File: config.mk
export PLATFORM = sky130hd
export DESIGN_NAME = packet_rate_meter_unit
export DESIGN_NICKNAME = d
export VERILOG_FILES = /design/src/rtl/prm_pkg.sv /design/src/rtl/packet_rate_meter_unit.sv
export SDC_FILE = /design/constraint.sdc
export NUM_CORES = 2
export LEC_CHECK = 0
export BUFFER_PORTS_ARGS = -buffer_cell sky130_fd_sc_hd__buf_2
export CORE_UTILIZATION = 30
export CTS_CLUSTER_DIAMETER = 150
export DETAILED_ROUTE_END_ITERATION = 6
export PLACE_DENSITY_LB_ADDON = 0.15
export REMOVE_ABC_BUFFERS = 1
export SETUP_SLACK_MARGIN = 0.05
export SYNTH_ARGS = -nofsm -noshare
export SYNTH_HDL_FRONTEND = slang
export SYNTH_SLANG_ARGS = --single-unit
File: constraint.sdc
create_clock -name aclk -period 8 [get_ports aclk]
set_input_delay 0.8 -clock aclk [delete_from_list [all_inputs] [get_ports aclk]]
set_output_delay 0.8 -clock aclk [all_outputs]
set_load 0.01 [all_outputs]
File: src/rtl/prm_pkg.sv
package prm_pkg;

    localparam int unsigned DATA_W = 32;
    localparam int unsigned BYTE_W = 64;
    localparam int unsigned KIND_W = 2;
    localparam int unsigned LEN_W  = 16;

    localparam logic [KIND_W-1:0] KIND_PACKET    = 2'd0;
    localparam logic [KIND_W-1:0] KIND_CLEAR     = 2'd1;
    localparam logic [KIND_W-1:0] KIND_PKT_RATE  = 2'd2;
    localparam logic [KIND_W-1:0] KIND_BYTE_RATE = 2'd3;

endpackage

File: src/rtl/packet_rate_meter_unit.sv
// Packet and byte rate meter. Each item is a packet event, a clear, a packet-rate
// query or a byte-rate query, and gives one result holding both totals and a rate
// (zero for events and clears). Packet events and clears load their result at the
// edge that accepts them, so they flow one per cycle while the result side keeps up.
// A query first scales the count by TICKS_PER_SECOND (ST_MUL), then runs the radix-2
// restoring divider (ST_DIV, one quotient bit per cycle), then loads the result; for
// counts that would overflow the scaling, the order is divide first and scale after
// (ST_SCALE). The input is not ready while a query is being scaled or divided, or a
// result is held and not taken. ignore_reg is written through cfg_wr_en/cfg_wr_data.
module packet_rate_meter_unit
    import prm_pkg::*;
#(
    parameter int unsigned TICKS_PER_SECOND = 1000
) (
    input  logic              aclk,
    input  logic              aresetn,
    input  logic              cfg_wr_en,
    input  logic [DATA_W-1:0] cfg_wr_data,
    input  logic              s_valid,
    output logic              s_ready,
    input  logic [KIND_W-1:0] s_kind,
    input  logic [DATA_W-1:0] s_now_tick,
    input  logic [LEN_W-1:0]  s_packet_length,
    output logic              m_valid,
    input  logic              m_ready,
    output logic [DATA_W-1:0] m_packet_count,
    output logic [BYTE_W-1:0] m_octet_count,
    output logic [DATA_W-1:0] m_rate
);

    localparam logic [DATA_W-1:0] HZ          = DATA_W'(TICKS_PER_SECOND);
    localparam logic [DATA_W-1:0] SMALL_LIMIT =
        DATA_W'(64'hFFFF_FFFF / 64'(TICKS_PER_SECOND));
    localparam int unsigned       CNT_W       = $clog2(DATA_W);
    localparam logic [CNT_W-1:0]  DIV_LAST    = CNT_W'(DATA_W - 1);

    typedef enum logic [1:0] {
        ST_IDLE,
        ST_MUL,
        ST_DIV,
        ST_SCALE
    } state_t;

    state_t              state_reg;
    logic [DATA_W-1:0]   ignore_reg;
    logic [DATA_W-1:0]   packet_total_reg;
    logic [BYTE_W-1:0]   byte_total_reg;
    logic [DATA_W-1:0]   first_tick_reg;
    logic [DATA_W-1:0]   last_tick_reg;
    logic                small_reg;
    logic [DATA_W-1:0]   count_reg;
    logic [DATA_W-1:0]   divisor_reg;
    logic [DATA_W-1:0]   dvd_reg;      // dividend in, quotient shifts in from the bottom
    logic [DATA_W-1:0]   rem_reg;
    logic [CNT_W-1:0]    cnt_reg;
    logic                m_valid_reg;
    logic [DATA_W-1:0]   m_packet_count_reg;
    logic [BYTE_W-1:0]   m_octet_count_reg;
    logic [DATA_W-1:0]   m_rate_reg;

    logic                accept;
    logic                result_load;
    logic [DATA_W-1:0]   first_next;
    logic                counted;
    logic [DATA_W-1:0]   packet_total_next;
    logic [BYTE_W-1:0]   byte_total_next;
    logic [DATA_W-1:0]   elapsed_raw;
    logic [DATA_W-1:0]   elapsed_next;
    logic [DATA_W-1:0]   count_next;
    logic [DATA_W-1:0]   mul_a;
    logic [DATA_W-1:0]   mul_prod;
    logic [DATA_W:0]     rem_shift;
    logic                rem_ge;
    logic [DATA_W-1:0]   rem_next;
    logic [DATA_W-1:0]   dvd_next;

    assign s_ready = (state_reg == ST_IDLE) && (!m_valid_reg || m_ready);
    assign accept  = s_valid && s_ready;

    // a new result is loaded by an event or clear, or at the end of a query
    assign result_load = (accept && ((s_kind == KIND_PACKET) || (s_kind == KIND_CLEAR)))
                       || ((state_reg == ST_DIV) && (cnt_reg == DIV_LAST) && small_reg)
                       || (state_reg == ST_SCALE);

    // packet event bookkeeping; zero first tick means not started
    assign first_next        = (first_tick_reg == '0) ? s_now_tick : first_tick_reg;
    assign counted           = (s_now_tick - first_next) >= ignore_reg;
    assign packet_total_next = counted ? packet_total_reg + 1'b1 : packet_total_reg;
    assign byte_total_next   = counted ? byte_total_reg + BYTE_W'(s_packet_length)
                                       : byte_total_reg;

    assign elapsed_raw  = last_tick_reg - first_tick_reg - ignore_reg;
    assign elapsed_next = (elapsed_raw == '0) ? DATA_W'(1) : elapsed_raw;
    assign count_next   = (s_kind == KIND_PKT_RATE) ? packet_total_reg
                                                    : byte_total_reg[DATA_W-1:0];

    // shared scaling multiplier: count before the divide, quotient after it
    assign mul_a    = (state_reg == ST_SCALE) ? dvd_reg : count_reg;
    assign mul_prod = mul_a * HZ;

    // one restoring divide step
    assign rem_shift = {rem_reg, dvd_reg[DATA_W-1]};
    assign rem_ge    = rem_shift >= {1'b0, divisor_reg};
    assign rem_next  = rem_ge ? DATA_W'(rem_shift - {1'b0, divisor_reg})
                              : rem_shift[DATA_W-1:0];
    assign dvd_next  = {dvd_reg[DATA_W-2:0], rem_ge};

    always_ff @(posedge aclk) begin
        if (!aresetn) begin
            state_reg          <= ST_IDLE;
            ignore_reg         <= '0;
            packet_total_reg   <= '0;
            byte_total_reg     <= '0;
            first_tick_reg     <= '0;
            last_tick_reg      <= '0;
            small_reg          <= 1'b0;
            count_reg          <= '0;
            divisor_reg        <= '0;
            dvd_reg            <= '0;
            rem_reg            <= '0;
            cnt_reg            <= '0;
            m_valid_reg        <= 1'b0;
            m_packet_count_reg <= '0;
            m_octet_count_reg  <= '0;
            m_rate_reg         <= '0;
        end else begin
            if (cfg_wr_en) begin
                ignore_reg <= cfg_wr_data;
            end
            if (result_load) begin
                m_valid_reg <= 1'b1;
            end else if (m_ready) begin
                m_valid_reg <= 1'b0;
            end
            case (state_reg)
                ST_IDLE: begin
                    if (accept) begin
                        case (s_kind)
                            KIND_PACKET: begin
                                first_tick_reg     <= first_next;
                                last_tick_reg      <= s_now_tick;
                                packet_total_reg   <= packet_total_next;
                                byte_total_reg     <= byte_total_next;
                                m_packet_count_reg <= packet_total_next;
                                m_octet_count_reg  <= byte_total_next;
                                m_rate_reg         <= '0;
                            end
                            KIND_CLEAR: begin
                                first_tick_reg     <= '0;
                                last_tick_reg      <= '0;
                                packet_total_reg   <= '0;
                                byte_total_reg     <= '0;
                                m_packet_count_reg <= '0;
                                m_octet_count_reg  <= '0;
                                m_rate_reg         <= '0;
                            end
                            default: begin
                                count_reg   <= count_next;
                                divisor_reg <= elapsed_next;
                                small_reg   <= count_next < SMALL_LIMIT;
                                dvd_reg     <= count_next;
                                rem_reg     <= '0;
                                cnt_reg     <= '0;
                                state_reg   <= (count_next < SMALL_LIMIT) ? ST_MUL : ST_DIV;
                            end
                        endcase
                    end
                end
                ST_MUL: begin
                    dvd_reg   <= mul_prod;
                    state_reg <= ST_DIV;
                end
                ST_DIV: begin
                    dvd_reg <= dvd_next;
                    rem_reg <= rem_next;
                    cnt_reg <= cnt_reg + 1'b1;
                    if (cnt_reg == DIV_LAST) begin
                        if (small_reg) begin
                            m_packet_count_reg <= packet_total_reg;
                            m_octet_count_reg  <= byte_total_reg;
                            m_rate_reg         <= dvd_next;
                            state_reg          <= ST_IDLE;
                        end else begin
                            state_reg <= ST_SCALE;
                        end
                    end
                end
                ST_SCALE: begin
                    m_packet_count_reg <= packet_total_reg;
                    m_octet_count_reg  <= byte_total_reg;
                    m_rate_reg         <= mul_prod;
                    state_reg          <= ST_IDLE;
                end
                default: begin
                    state_reg <= ST_IDLE;
                end
            endcase
        end
    end

    assign m_valid        = m_valid_reg;
    assign m_packet_count = m_packet_count_reg;
    assign m_octet_count  = m_octet_count_reg;
    assign m_rate         = m_rate_reg;

endmodule

==> flow_summary_export.csv <==
group,metric,value,unit
clocking,h-tree-depth,2,
grt,grt_max_degree,166,
pwr,p_leak,14.5,nW
layout,nets,4457,
clocking,clk_latency,670,ps
sta,rsz0062_at_grt,"no",
sta,finalHoldViolCount,0,
grt,grt_pass1_wl,177000,um
floorplanning,dieArea,107000,um^2
clocking,cts_sinks,454,
clocking,post_cts_buffers,0,
layout,layout_common_cells,"dfxtp_1, a21oi_1, o21ai_0",
layout,diodes,0,
layout,final_cells,5481,
routing,drcViolationCount,0,
worst_setup_path,rrSetupSlack,600,ps
routing,dr.pass1.iters,6,
run_status,status,"finished, final reports clean",
flow_run,cap_violations,0,
floorplanning,num_rows,119,
worst_setup_path,path_common_cell,"a21oi_1",
clocking,cts_buffer_depth,3,
sta,timing.fmax,135,MHz
pwr,peakVddDrop,0.498,mV
floorplanning,core_area,105000,um^2
placed_design,place_congestion,0.868,
worst_setup_path,worst_path_max_delay_cell,"o21a_2",
sta,finalCritPeriodShare,92.5,%
routing,drtAntennaViolNets,0,
worst_setup_path,cp_data_required_time,8540,ps
sta,tns,0,ps
yosys,ys_warn_count,0,
pwr,power_density,530,nW/um^2
grt,grtUsageMet2,31.6,%
yosys,synth_edf_count,0,
worst_setup_path,ff2ff_path_depth,28,
sta,slew_viol_final,0,
clocking,ctsResizeCount,0,
layout,final_util,34.4,%
worst_setup_path,cp-end-kind,"flop",
floorplanning,dieWidth,327,um
placed_design,dp_cells,5374,
sta,period_needed,7400,ps
placed_design,placement.io_buffers,216,
clocking,clk_pin_slew,60,ps
clocking,cts_tree,"built",
floorplanning,start_util,30.2,%
worst_hold_path,hold_path_class,"in2reg",
sta,tightest_slew,1100,ps
grt,grt_pass1_vias,28206,
sta,whs,375,ps
sta,fin_skew,35.0,ps
layout,areaGrowthSynthToFinish,13.9,%
yosys,syn-instance-count,3953,
clocking,cts_hold_buf,0,
floorplanning,ios,217,
worst_hold_path,min_path_cells,3,
clocking,cts_made_buffers,59,
worst_setup_path,reg2reg_from,"first_tick_reg[23]",
worst_setup_path,critPathArrivalTime,7930,ps
worst_setup_path,slowest_delay,520,ps
routing,drt_wl_total,115000,um
grt,track_usage,21.0,%
routing,wl_per_cell,20.9,um
routing,drt_iter0_drc,2130,
routing,via_per_inst,5.37,
worst_hold_path,holdPathEnd,"ignore_reg[16]",
worst_setup_path,cp_max_fo,14,
routing,num_vias,29427,
floorplanning,die_height,327,um
sta,finalSetupViolCount,0,
grt,grt_overflow_total,0,
yosys,ys_async_sr_fraction,0,%
yosys,yosysUniqueCellTypes,91,
grt,grt_use_met3,2.74,%
yosys,avgSynthCellArea,8.04,um^2
worst_setup_path,path_class,"reg2reg",
sta,maxSlewHeadroom,26.5,%
grt,gr-usage-met1,31.8,%
yosys,synth_area,31800,um^2
layout,final_common_cell,"dfxtp_1",
worst_hold_path,worstHoldStart,"cfg_wr_data[16]",
yosys,ys.flop_type,"dfxtp_1",
grt,grt_busiest_layer,"met1",
grt,antenna_found_initial,4,
clocking,ctsRootBufferMaster,"clkbuf_16",
layout,drive_gt1_share,11.0,%
yosys,ys_seq_elements,454,
placed_design,hpwl,82100,um
worst_setup_path,reg2reg_to,"m_octet_count[58]",
worst_setup_path,critPathLaunchType,"flop",
yosys,yosysSeqAreaShare,28.6,%
pwr,finalPower,19.2,mW
## synthesized netlist by cell type, types with 39 or more instances
library cell  count  share of area (%)
nand4_1          42               0.83
xnor2_1          87                2.4
mux2i_1          95                3.0
a211oi_1         64                1.5
a31oi_1          96                1.9
o21ai_0         366                5.8
inv_1           226                2.7
a221oi_1         48                1.3
dfxtp_1         454                 29
or3_1            47               0.93
nor3_1           63               0.99
nand2_1         312                3.7
nand3_1          95                1.5
ha_1            202                8.0
clkbuf_1        207                2.4
a21oi_1         413                6.5
nor2_1          360                4.3
and3_1           39               0.77
a21o_1           73                1.7
fa_1            124                7.8
xor2_1           41                1.1
## final cells by class
class	instances	area, um^2
Timing Repair Buffer	272	1520
Tap cell	1391	1740
Inverter	226	856
Fill cell	11300	68900
Sequential cell	454	9090
Multi-Input combinational cell	3031	21000
Clock buffer	86	1760
Clock inverter	21	233
## metrics by stage
step                      area, um^2  setup slack (ps)
after floorplan                30800             -5970
after global placement         34200               870
after detailed placement       34200               731
after CTS                      36200               662
after global routing           36200               182
final                          36200               601
## how the worst max path moves through the flow
stage | start | endpoint | slack [ps] | depth (start not counted)
3_5_place_dp | first_tick_reg[23] | m_octet_count[60] | 730 | 28
2_1_floorplan | m_ready | m_packet_count[6] | -5970 | 6
4_1_cts | first_tick_reg[23] | m_octet_count[60] | 660 | 28
5_1_grt | first_tick_reg[15] | m_octet_count[60] | 180 | 28
3_3_place_gp | first_tick_reg[23] | m_octet_count[40] | 870 | 28
6_report | first_tick_reg[23] | m_octet_count[58] | 600 | 28
## logic make-up after synthesis
family                   Yosys count  synth area share, %
AO/OA/AOI/OAI                   1284                 24.6
XOR/XNOR                         130                 3.67
adder cells (fa/ha/maj)          326                 15.8
buffers and inverters            468                 5.66
flip-flops                       454                 28.6
multiplexers                     117                 3.77
AND/OR/NAND/NOR                 1174                 18.0
## layer usage
layer | vias to the layer above | part of all wire, % | routed length, um
met5 | - | 0.019 | 22
met4 | 4 | 1.7 | 2000
met3 | 109 | 4.9 | 5660
met2 | 688 | 43 | 49000
met1 | 14241 | 51 | 57900
li1 | 14385 | - | -
## critical path, delay by kind of cell (launching register included)
family | cells | cell delay [ps]
flip-flops | 1 | 330
buffers and inverters | 3 | 570
AO/OA/AOI/OAI | 16 | 3830
AND/OR/NAND/NOR | 5 | 1620
adder cells (fa/ha/maj) | 3 | 760
XOR/XNOR | 1 | 140
## where the power goes
part / internal [mW] / switching, mW / leakage [nW] / total (mW)
Sequential: 2.68 / 0.380 / 3.70 / 3.06
Clock: 1.64 / 1.13 / 0.986 / 2.78
Combinational: 5.04 / 8.32 / 9.86 / 13.4
Power figures use the tool's default switching activity.
